--- config.mk ---
export PLATFORM = sky130hd
export DESIGN_NAME = rfid_ascii_frame_parser_core
export DESIGN_NICKNAME = d
export VERILOG_FILES = /design/src/rfid_pkg.sv /design/src/rfid_frame_buf.sv /design/src/rfid_hex_acc.sv /design/src/rfid_ascii_frame_parser_core.sv
export SDC_FILE = /design/constraint.sdc
export NUM_CORES = 1
export LEC_CHECK = 0
export BUFFER_PORTS_ARGS = -buffer_cell sky130_fd_sc_hd__buf_2
export CAP_MARGIN = 20
export CELL_PAD_IN_SITES_DETAIL_PLACEMENT = 1
export CELL_PAD_IN_SITES_GLOBAL_PLACEMENT = 2
export CORE_MARGIN = 10
export CORE_UTILIZATION = 39
export CTS_CLUSTER_SIZE = 24
export DETAILED_ROUTE_END_ITERATION = 12
export PLACE_DENSITY_LB_ADDON = 0.1
export REMOVE_ABC_BUFFERS = 1
export SYNTH_ARGS = -nofsm -noshare
export SYNTH_HDL_FRONTEND = slang
export SYNTH_SLANG_ARGS = --single-unit
--- constraint.sdc ---
create_clock -name i_clk -period 2.7 [get_ports i_clk]
set_clock_uncertainty 0.05 [all_clocks]
set_input_delay 0.405 -clock i_clk [delete_from_list [all_inputs] [get_ports i_clk]]
set_output_delay 0.405 -clock i_clk [all_outputs]
set_load 0.01 [all_outputs]
--- src/rfid_pkg.sv ---
// Shared types and constants for the RFID ASCII frame parser.
`timescale 1ns / 1ps

package rfid_pkg;

    localparam int FRAME_LEN = 14;
    localparam int IDX_W     = 4;
    localparam int ID_W      = 40;
    localparam int BYTE_W    = 8;
    localparam int STAT_W    = 3;

    localparam logic [IDX_W-1:0] FRAME_LEN_IDX  = IDX_W'(FRAME_LEN);
    localparam logic [IDX_W-1:0] FIRST_DIGIT    = IDX_W'(1);
    localparam logic [IDX_W-1:0] LAST_ID_DIGIT  = IDX_W'(10);
    localparam logic [IDX_W-1:0] LAST_DIGIT     = IDX_W'(12);

    localparam logic [BYTE_W-1:0] CHAR_0 = 8'd48;
    localparam logic [BYTE_W-1:0] CHAR_9 = 8'd57;
    localparam logic [BYTE_W-1:0] CHAR_A = 8'd65;
    localparam logic [BYTE_W-1:0] CHAR_F = 8'd70;

    localparam logic [BYTE_W-1:0] START_RESET = 8'd2;
    localparam logic [BYTE_W-1:0] END_RESET   = 8'd3;

    localparam logic CFG_START = 1'b0;
    localparam logic CFG_END   = 1'b1;

    localparam logic ACT_BYTE  = 1'b0;
    localparam logic ACT_REARM = 1'b1;

    localparam logic [STAT_W-1:0] STAT_NONE    = 3'd0;
    localparam logic [STAT_W-1:0] STAT_OK      = 3'd1;
    localparam logic [STAT_W-1:0] STAT_LEN     = 3'd2;
    localparam logic [STAT_W-1:0] STAT_SUM     = 3'd3;
    localparam logic [STAT_W-1:0] STAT_DIGIT   = 3'd4;
    localparam logic [STAT_W-1:0] STAT_IGNORED = 3'd5;

    typedef enum logic [2:0] {
        S_IDLE,
        S_WALK,
        S_FLUSH,
        S_CHECK,
        S_EMIT
    } t_state;

    typedef struct packed {
        logic clear;
        logic step;
        logic is_sum;
    } t_acc_ctl;

endpackage

--- src/rfid_frame_buf.sv ---
// Frame byte store with one write port and one registered read port.
`timescale 1ns / 1ps

module rfid_frame_buf
    import rfid_pkg::*;
(
    input  logic              i_clk,
    input  logic              i_we,
    input  logic [IDX_W-1:0]  i_waddr,
    input  logic [BYTE_W-1:0] i_wdata,
    input  logic [IDX_W-1:0]  i_raddr,
    output logic [BYTE_W-1:0] o_rdata
);

    logic [BYTE_W-1:0] r_mem [FRAME_LEN];
    logic [BYTE_W-1:0] r_rdata;

    always_ff @(posedge i_clk) begin
        if (i_we) begin
            r_mem[i_waddr] <= i_wdata;
        end
    end

    always_ff @(posedge i_clk) begin
        r_rdata <= r_mem[i_raddr];
    end

    assign o_rdata = r_rdata;

endmodule

--- src/rfid_hex_acc.sv ---
// Shared hex digit decoder with id and checksum accumulators.
`timescale 1ns / 1ps

module rfid_hex_acc
    import rfid_pkg::*;
(
    input  logic              i_clk,
    input  logic              i_rst_n,
    input  t_acc_ctl          i_ctl,
    input  logic [BYTE_W-1:0] i_char,
    output logic [ID_W-1:0]   o_id,
    output logic [BYTE_W-1:0] o_got,
    output logic              o_bad
);

    function automatic logic [4:0] hex_decode(input logic [BYTE_W-1:0] ch);
        logic [4:0] res;
        res = 5'b10000;
        if (ch >= CHAR_0 && ch <= CHAR_9) begin
            res = {1'b0, 4'(ch - CHAR_0)};
        end else if (ch >= CHAR_A && ch <= CHAR_F) begin
            res = {1'b0, 4'(ch - CHAR_A + 8'd10)};
        end
        return res;
    endfunction

    logic [ID_W-1:0]   r_id,  n_id;
    logic [BYTE_W-1:0] r_got, n_got;
    logic              r_bad, n_bad;
    logic [4:0]        dec;

    always_comb begin
        dec   = hex_decode(i_char);
        n_id  = r_id;
        n_got = r_got;
        n_bad = r_bad;
        if (i_ctl.clear) begin
            n_id  = '0;
            n_got = '0;
            n_bad = 1'b0;
        end else if (i_ctl.step) begin
            n_bad = r_bad | dec[4];
            if (i_ctl.is_sum) begin
                n_got = {r_got[3:0], dec[3:0]};
            end else begin
                n_id = {r_id[ID_W-5:0], dec[3:0]};
            end
        end
    end

    always_ff @(posedge i_clk) begin
        if (!i_rst_n) begin
            r_bad <= 1'b0;
        end else begin
            r_bad <= n_bad;
        end
    end

    always_ff @(posedge i_clk) begin
        r_id  <= n_id;
        r_got <= n_got;
    end

    assign o_id  = r_id;
    assign o_got = r_got;
    assign o_bad = r_bad;

endmodule

--- src/rfid_ascii_frame_parser_core.sv ---
// Top level of the RFID ASCII hex frame parser: sequencer, index and card id state.
`timescale 1ns / 1ps

// Takes reader bytes one word at a time and returns exactly one result word per input word.
// A received byte or a rearm passes through the emit state into the output register.
// An end byte that closes a full 14-byte frame first goes through a walk over the twelve stored
// digits, with one frame-buffer read and one pass through the shared hex decoder per cycle,
// then through the flush, check and emit states. The emit state waits while an earlier result
// is still held in the output register. The input is not ready while a word is in work. One
// finished result can wait in the output register while the next word is taken and worked on.
// Start and end byte values (reset 2 and 3) must be written by the user through the
// configuration port only while the block is idle; the block itself does not enforce this.
// Each result carries as card_id the last card id whose frame had valid digits and checksum.

module rfid_ascii_frame_parser_core
    import rfid_pkg::*;
(
    input  logic              i_clk,
    input  logic              i_rst_n,
    input  logic              i_cfg_we,
    input  logic              i_cfg_index,
    input  logic [BYTE_W-1:0] i_cfg_data,
    input  logic              i_in_valid,
    output logic              o_in_ready,
    input  logic              i_action,
    input  logic [BYTE_W-1:0] i_data_byte,
    output logic              o_out_valid,
    input  logic              i_out_ready,
    output logic [STAT_W-1:0] o_status,
    output logic [ID_W-1:0]   o_card_id
);

    t_state            r_state, n_state;
    logic [BYTE_W-1:0] r_start, r_end;
    logic [IDX_W-1:0]  r_idx, n_idx;
    logic              r_halted, n_halted;
    logic [ID_W-1:0]   r_last_id, n_last_id;
    logic [IDX_W-1:0]  r_pos, n_pos;
    logic              r_rd_vld, n_rd_vld;
    logic              r_rd_sum, n_rd_sum;
    logic [STAT_W-1:0] r_pend, n_pend;
    logic              r_out_valid, n_out_valid;
    logic [STAT_W-1:0] r_out_status, n_out_status;
    logic [ID_W-1:0]   r_out_card, n_out_card;

    logic              in_acc;
    logic              is_start, closing;
    logic [IDX_W-1:0]  idx0, idx_w, idx_next;
    logic              buf_we;
    logic [BYTE_W-1:0] rd_data;
    t_acc_ctl          acc_ctl;
    logic [ID_W-1:0]   acc_id;
    logic [BYTE_W-1:0] acc_got;
    logic              acc_bad;
    logic [BYTE_W-1:0] id_xor;

    assign in_acc     = i_in_valid && o_in_ready;
    assign o_in_ready = (r_state == S_IDLE);

    assign is_start = (i_data_byte == r_start);
    assign closing  = !is_start && (i_data_byte == r_end);
    assign idx0     = is_start ? '0 : r_idx;
    assign idx_w    = (idx0 >= FRAME_LEN_IDX) ? '0 : idx0;
    assign idx_next = idx_w + IDX_W'(1);

    assign id_xor = acc_id[39:32] ^ acc_id[31:24] ^ acc_id[23:16] ^ acc_id[15:8] ^ acc_id[7:0];

    always_comb begin
        n_state      = r_state;
        n_idx        = r_idx;
        n_halted     = r_halted;
        n_last_id    = r_last_id;
        n_pos        = r_pos;
        n_rd_vld     = 1'b0;
        n_rd_sum     = 1'b0;
        n_pend       = r_pend;
        n_out_valid  = r_out_valid;
        n_out_status = r_out_status;
        n_out_card   = r_out_card;
        buf_we       = 1'b0;
        acc_ctl      = '0;

        if (r_out_valid && i_out_ready) begin
            n_out_valid = 1'b0;
        end

        case (r_state)
            S_IDLE: begin
                if (in_acc) begin
                    n_state = S_EMIT;
                    n_pend  = STAT_NONE;
                    if (i_action == ACT_REARM) begin
                        n_halted = 1'b0;
                    end else if (r_halted) begin
                        n_pend = STAT_IGNORED;
                    end else begin
                        buf_we = 1'b1;
                        n_idx  = idx_next;
                        if (closing) begin
                            n_halted = 1'b1;
                            if (idx_next == FRAME_LEN_IDX) begin
                                acc_ctl.clear = 1'b1;
                                n_pos         = FIRST_DIGIT;
                                n_state       = S_WALK;
                            end else begin
                                n_pend = STAT_LEN;
                            end
                        end
                    end
                end
            end
            S_WALK: begin
                acc_ctl.step   = r_rd_vld;
                acc_ctl.is_sum = r_rd_sum;
                n_rd_vld = 1'b1;
                n_rd_sum = (r_pos > LAST_ID_DIGIT);
                n_pos    = r_pos + IDX_W'(1);
                if (r_pos == LAST_DIGIT) begin
                    n_state = S_FLUSH;
                end
            end
            S_FLUSH: begin
                acc_ctl.step   = r_rd_vld;
                acc_ctl.is_sum = r_rd_sum;
                n_state = S_CHECK;
            end
            S_CHECK: begin
                if (acc_bad) begin
                    n_pend = STAT_DIGIT;
                end else if (acc_got != id_xor) begin
                    n_pend = STAT_SUM;
                end else begin
                    n_pend    = STAT_OK;
                    n_last_id = acc_id;
                end
                n_state = S_EMIT;
            end
            S_EMIT: begin
                if (!r_out_valid || i_out_ready) begin
                    n_out_valid  = 1'b1;
                    n_out_status = r_pend;
                    n_out_card   = r_last_id;
                    n_state      = S_IDLE;
                end
            end
            default: begin
                n_state = S_IDLE;
            end
        endcase
    end

    always_ff @(posedge i_clk) begin
        if (!i_rst_n) begin
            r_state     <= S_IDLE;
            r_start     <= START_RESET;
            r_end       <= END_RESET;
            r_idx       <= '0;
            r_halted    <= 1'b0;
            r_last_id   <= '0;
            r_rd_vld    <= 1'b0;
            r_out_valid <= 1'b0;
        end else begin
            r_state     <= n_state;
            r_idx       <= n_idx;
            r_halted    <= n_halted;
            r_last_id   <= n_last_id;
            r_rd_vld    <= n_rd_vld;
            r_out_valid <= n_out_valid;
            if (i_cfg_we) begin
                if (i_cfg_index == CFG_START) begin
                    r_start <= i_cfg_data;
                end else begin
                    r_end <= i_cfg_data;
                end
            end
        end
    end

    always_ff @(posedge i_clk) begin
        r_pos        <= n_pos;
        r_rd_sum     <= n_rd_sum;
        r_pend       <= n_pend;
        r_out_status <= n_out_status;
        r_out_card   <= n_out_card;
    end

    rfid_frame_buf u_buf (
        .i_clk   (i_clk),
        .i_we    (buf_we),
        .i_waddr (idx_w),
        .i_wdata (i_data_byte),
        .i_raddr (r_pos),
        .o_rdata (rd_data)
    );

    rfid_hex_acc u_acc (
        .i_clk   (i_clk),
        .i_rst_n (i_rst_n),
        .i_ctl   (acc_ctl),
        .i_char  (rd_data),
        .o_id    (acc_id),
        .o_got   (acc_got),
        .o_bad   (acc_bad)
    );

    assign o_out_valid = r_out_valid;
    assign o_status    = r_out_status;
    assign o_card_id   = r_out_card;

endmodule

==> results.ini, run 1 <==
[floorplanning]
start_util_pct = 39.8
dieArea_um2 = 36800
fp-row-count = 62
die_x_um = 192
dieHeight_um = 192
coreArea_um2 = 28900
io-pin-count = 68

[critical_path]
crit_start = r_start[2]
end_kind = flip-flop
cp_data_required_time_ns = 3.01
r2r_start = r_start[2]
cp-start-kind = flip-flop
critPathMaxFanout = 49
crit_type = flip-flop to flip-flop
cp.arrival_ns = 2.71

[layout]
finalNonFillerCells = 1340
fin_area_um2 = 13500
layout_commonest_cell = edfxtp_1
fillers = 2958
insertedDiodeCount = 0
drive_above_1_share_pct = 20.9
nets = 965
mostFrequentLayoutCells = 162 x edfxtp_1, 139 x nand2_1, 124 x dfxtp_1
multiInputGateArea_um2 = 3900
seq_area_um2 = 7350
areaGrowthSynthToFinish_pct = 17.2

[sta]
setup-tns-final_ns = 0
final.setup.worst_slack_ns = 0.307
maxSlewHeadroom_pct = 49.4
max_freq_mhz = 418
slew_viol_final = 0
rsz0062_at_grt = no
post-route-period-util_pct = 88.6
setup_violations = 0
period_needed_ns = 2.39
final_hold_viol_count = 0
worst_pin_slew_ns = 0.758

[clocking]
cts_root_buf = clkbuf_16
cts_tree = yes
clk_pin_slew_worst_paths_ns = 0.06
cts_hold_buf = 0
numCtsBuffers = 34
clk_latency_ns = 0.50
htree_levels = 2
cts_setup_buffers = 0
clkSinkCount = 286
clk_path_buf_depth = 3

[placement]
dpl.hpwl_um = 16900
postPlaceCellArea_um2 = 12400
port-buffer-count = 67
numPlacedInstances = 1279
routabilityCongestion = 0.802
pre_cts_slack_ns = 0.0387

[synthesis]
synth_cell_type_count = 57
synth.cell_area_um2 = 11500
synth_area_per_cell_um2 = 13.7
synthArstFlopShare_pct = 0
yosysWarnings = 0
yosysSeqAreaShare_pct = 63.9
synth_cells = 838
synth_edf_count = 162
ys_ff_latch = 286
synth_ff_type = edfxtp_1

[drt]
wl_per_cell_um = 18.8
ant_nets = 0
wl_um = 25200
route.detailed.drc = 0
dr.pass1.iters = 4
dr_total_vias = 6674
drt_iter0_markers = 355
via_per_inst = 4.98

[power_and_ir_drop]
power_switching_mw = 1.93
power.internal_mw = 7.37
peakVddDrop_mv = 0.461
swShare_pct = 20.8
pwr-share-seq_pct = 50.3
clkPwrFrac_pct = 46.6
power.leakage_nw = 4.96
power_mw = 9.30
combinationalPowerShare_pct = 3.1
power.density_nw_per_um2 = 689

[flow_run]
cap_violations = 0

[global_routing]
grt_util_all_layers_pct = 13.8
grt_max_degree = 72
use_met1_pct = 17.1
grt_antenna_before_repair = 0
grt.met2_usage_pct = 23.9
busiest_layer = met2
grt_pass1_vias = 7237
grt_overflow_total = 0
met3_usage_pct = 2.47
grt_pass1_wl_um = 40100

[worst_hold_path]
hp-class = input pin to flip-flop
min_from = i_cfg_data[5]

[status]
outcome = finished clean

==> layer usage <==
metal / wire length (µm) / vias to the layer above
met5: 0 / -
met4: 551 / 0
met3: 910 / 38
met2: 12600 / 83
met1: 11200 / 3343
li1: - / 3210
==> worst paths after layout <==
kind,to,slack [ns],depth (start not counted)
worst max-delay path,u_acc.o_got[3],0.31,10
worst min-delay path,r_end[5],0.12,3
worst max register to register,u_acc.o_got[3],0.31,10
worst min register to register,o_status[1],0.37,0
==> registers in the layout, indices dropped and copies added, names as in the netlist, 8 cells and up <==
| name | flops |
|---|---|
| u_acc.o_id | 40 |
| u_buf.o_rdata | 8 |
| u_buf.r_mem | 112 |
| r_last_id | 40 |
| r_start | 8 |
| r_end | 8 |
| o_card_id | 40 |
| u_acc.o_got | 8 |
==> cell usage after synthesis (3+ instances only) <==
cell type | count | area, µm²
nand2b_1 | 5 | 31.3
nor3b_1 | 3 | 22.5
mux2i_1 | 79 | 791
buf_2 | 11 | 55.1
edfxtp_1 | 162 | 4860
xnor2_1 | 34 | 298
nor2_1 | 58 | 218
clkbuf_1 | 21 | 78.8
and3_1 | 6 | 37.5
and4_1 | 4 | 35.0
buf_6 | 4 | 45.0
and2_1 | 9 | 56.3
nand3_1 | 6 | 30.0
and4b_1 | 4 | 40.0
mux2_2 | 8 | 90.1
inv_1 | 10 | 37.5
buf_4 | 6 | 45.0
xnor3_1 | 7 | 158
xor2_1 | 10 | 87.6
mux4_2 | 32 | 721
nor2b_1 | 3 | 18.8
ha_1 | 11 | 138
nand4_1 | 8 | 50.1
a21boi_0 | 14 | 105
a31oi_1 | 3 | 18.8
a21oi_1 | 8 | 40.0
o21a_1 | 3 | 22.5
a211oi_1 | 4 | 30.0
dfxtp_1 | 124 | 2480
o21ai_0 | 11 | 55.1
nand2_1 | 139 | 522
==> stage by stage <==
| stage | hold slack [ns] | utilization (%) |
|---|---|---|
| 5_1_grt | 0.117 | 46.6 |
| 2_1_floorplan | 0.350 | - |
| 3_3_place_gp | 0.363 | 42.9 |
| 6_report | 0.124 | 46.6 |
| 4_1_cts | 0.108 | 46.6 |
| 3_5_place_dp | 0.366 | 42.9 |
==> area by class of cell <==
cell class | instances | area share, %
clock buffer | 45 | 7.16
clock inverter | 16 | 0.742
inverter | 10 | 0.278
multi-input combinational | 497 | 28.9
sequential | 286 | 54.5
tap | 384 | 3.56
timing repair buffer | 102 | 4.92
==> logic make-up after synthesis <==
| logic type | share of synthesized area [%] |
|---|---|
| AOI/OAI and AO/OA | 3.37 |
| DFF | 63.9 |
| buffers and inverters | 2.38 |
| xor gates and xnor gates | 4.93 |
| adders and majority gates | 1.20 |
| muxes | 13.9 |
| and+or+nand+nor | 10.4 |
==> power by group through the flow <==
stage	clock network (mW)	logic (mW)	registers [mW]
final	4.33	0.291	4.68
after global routing	4.62	0.326	4.68
after CTS	4.44	0.299	4.68
after detailed placement	0	0.298	4.77
after global placement	0	0.289	4.77
after floorplan	0	0.114	4.78
==> critical path: stages (launching register included) <==
cell and delay [ns]:
dfxtp_1 0.33, xnor2_1 0.18, nand4_1 0.16, nor2_2 0.20
nor2_1 0.12, ha_1 0.24, xor2_1 0.15, o2111a_1 0.24
and3_1 0.24, buf_12 0.25, a211oi_1 0.08
==> timing repair <==
action	4_1_cts	5_1_grt
gates resized for setup	0	1
hold endpoints to repair	0	0
setup endpoints to repair	0	13
Note: power is estimated with default switching activity, not from simulation.
==> inputs of run 2 (changes only) <==
--- a/config.mk
+++ b/config.mk
@@ -5,12 +5,13 @@
 export SDC_FILE = /design/constraint.sdc
 export NUM_CORES = 1
 export LEC_CHECK = 0
+export ABC_AREA = 1
 export BUFFER_PORTS_ARGS = -buffer_cell sky130_fd_sc_hd__buf_2
 export CAP_MARGIN = 20
 export CELL_PAD_IN_SITES_DETAIL_PLACEMENT = 1
 export CELL_PAD_IN_SITES_GLOBAL_PLACEMENT = 2
 export CORE_MARGIN = 10
-export CORE_UTILIZATION = 39
+export CORE_UTILIZATION = 35
 export CTS_CLUSTER_SIZE = 24
 export DETAILED_ROUTE_END_ITERATION = 12
 export PLACE_DENSITY_LB_ADDON = 0.1
==> run 2 against run 1 <==
Power up 43%. Via count rose by 23%. Synthesized cell count is 41% higher. Critical endpoint is now r_pos[1]. Area after synthesis is 0.80% higher. Register-to-register slack about the same. Largest power group unchanged. Critical path depth up 9.
==> results.ini, run 2 <==
[sta]
max_freq_mhz = 416
final_hold_viol_count = 0
post-route-period-util_pct = 89.0
worst_pin_slew_ns = 0.798
maxSlewHeadroom_pct = 46.8
slew_viol_final = 0
period_needed_ns = 2.40
setup-tns-final_ns = 0
setup_violations = 0
rsz0062_at_grt = no

[floorplanning]
fp-row-count = 66
die_x_um = 202
dieHeight_um = 202
start_util_pct = 35.6
dieArea_um2 = 40800
io-pin-count = 68
coreArea_um2 = 32600

[synthesis]
yosysWarnings = 0
synth_ff_type = edfxtp_1
synth_top_cells_by_area = edfxtp_1 42%, dfxtp_1 21%, nand2_1 8.4%, nor2_1 6.3%, o21ai_0 3.7%
synth.most_common_cell = nand2_1
synthArstFlopShare_pct = 0
yosysTopAreaCell = edfxtp_1
synth_cell_type_count = 36
ys_ff_latch = 286
synth.cell_area_um2 = 11600
synth_edf_count = 162
synth_top_cell_area_share_pct = 41.9
synth_cells = 1180
synth_commonest_cells = 261 x nand2_1, 196 x nor2_1, 162 x edfxtp_1
yosysSeqAreaShare_pct = 63.3
synth_area_per_cell_um2 = 9.83

[layout]
nets = 1319
multiInputGateArea_um2 = 3670
largest_reg_flops = 112
areaGrowthSynthToFinish_pct = 18.7
fin_area_um2 = 13800
layout_commonest_cell = nand2_1
fillers = 3650
drive_above_1_share_pct = 15.0
mostFrequentLayoutCells = 259 x nand2_1, 194 x nor2_1, 162 x edfxtp_1
seq_area_um2 = 7350
top_register = u_buf.r_mem
finalNonFillerCells = 1753

[clocking]
clk_latency_ns = 0.51
clkSinkCount = 286
cts_tree = yes
clk_pin_slew_worst_paths_ns = 0.06
clk_path_buf_depth = 3
cts_hold_buf = 0
htree_levels = 2
numCtsBuffers = 34
cts_setup_buffers = 0
cts_root_buf = clkbuf_16

[power_and_ir_drop]
power.leakage_nw = 5.63
power.density_nw_per_um2 = 965
peakVddDrop_mv = 0.716

[global_routing]
grt_pass1_vias = 8513
grt_antenna_before_repair = 0
grt_max_degree = 60
grt_overflow_total = 0
grt_pass1_wl_um = 46600
grt_util_all_layers_pct = 14.0

[drt]
wl_per_cell_um = 16.6
drt_iter0_markers = 329
dr_total_vias = 8180
ant_nets = 0
via_per_inst = 4.67
dr.pass1.iters = 4
wl_um = 29100
route.detailed.drc = 0

[critical_path]
cp-start-kind = flip-flop
critPathMaxFanout = 4
cp.arrival_ns = 2.57
end_kind = flip-flop
cp_data_required_time_ns = 2.86
crit_type = flip-flop to flip-flop

[placement]
port-buffer-count = 67
postPlaceCellArea_um2 = 12700
dpl.hpwl_um = 19100
numPlacedInstances = 1691
routabilityCongestion = 0.772

[flow_run]
cap_violations = 0

[worst_hold_path]
hp-class = input pin to flip-flop

[status]
outcome = finished clean

run 2: cell types whose count changed in the layout (fill, tap and decap cells not counted), sizes merged, moves of 14 or more:
cell    change
o21ai      +75
mux4       -32
a21oi      +57
inv        +91
nor2      +142
nand2     +125
buf        +14
a21boi     -15
o211ai     +16
mux2i      -79
run 2: critical path, stage by stage (launching register included):
cell	delay, ns
dfxtp_1	0.30
inv_1	0.07
nand2_1	0.05
nand2_1	0.08
clkinv_1	0.06
nand2_1	0.07
nor2_2	0.05
nand2_4	0.06
nand2_4	0.06
nor2_2	0.11
nand2_1	0.06
nand2_1	0.09
inv_1	0.07
ha_1	0.21
inv_1	0.06
o2111ai_1	0.12
nand2_2	0.13
nand4_4	0.12
o21ai_1	0.15
buf_4	0.15
run 2: logic make-up (layout without fill, tap and decap cells):
| family | count (synthesis) | in the layout | synth area share, % |
|---|---|---|---|
| adders and majority gates | 11 | 11 | 1.19 |
| buffers and inverters | 150 | 280 | 5.18 |
| and+or+nand+nor | 488 | 488 | 16.7 |
| AOI/OAI and AO/OA | 193 | 193 | 9.62 |
| other | 0 | 1 | 0 |
| DFF | 286 | 286 | 63.3 |
| xor gates and xnor gates | 52 | 52 | 3.93 |
run 2: what timing repair did:
action	CTS	global route
endpoints found under the hold margin	0	0
resized for setup	0	3
endpoints found under the setup margin	0	42
run 2: metrics by stage:
step / worst slack (ns) / hold slack (ns) / power (mW) / util, %
floorplan: -0.273 / 0.350 / 7.87 / -
global placement: 0.0597 / 0.359 / 8.98 / 38.9
detailed placement: -0.0608 / 0.366 / 9.03 / 38.9
CTS: 0.179 / 0.0571 / 13.5 / 42.2
global route: 0.0204 / 0.0811 / 14.1 / 42.2
finish: 0.297 / 0.0790 / 13.3 / 42.2
run 2: layer usage:
layer  global-route usage (%)  up-vias  share of wire (%)
met5                        0        -                  0
met4                     4.40        0                2.2
met3                     2.67       44                4.0
met2                     22.1      123                 45
met1                     19.0     3911                 49
li1                         -     4102                  -
run 2: layout make-up:
class	count	area share (%)
multi-input combinational	744	26.6
clock buffer	41	6.67
clock inverter	20	1.09
inverter	103	2.81
tap	442	4.02
antenna	1	0.0182
timing repair buffer	116	5.38
sequential	286	53.4
run 2: worst paths after layout:
path,startpoint,to,slack [ns],depth (start not counted)
setup reg to reg,r_start[2],r_pos[1],0.30,19
hold / removal,i_cfg_data[0],r_end[0],0.08,3
hold reg to reg,r_last_id[20],o_card_id[20],0.38,0
setup / recovery,r_start[2],r_pos[1],0.30,19
run 2: power breakdown:
part	internal (mW)	switching, mW	total, mW
Combinational	1.23	1.75	2.98
Sequential	5.36	0.556	5.91
Clock	2.61	1.78	4.40
Total	9.20	4.09	13.3
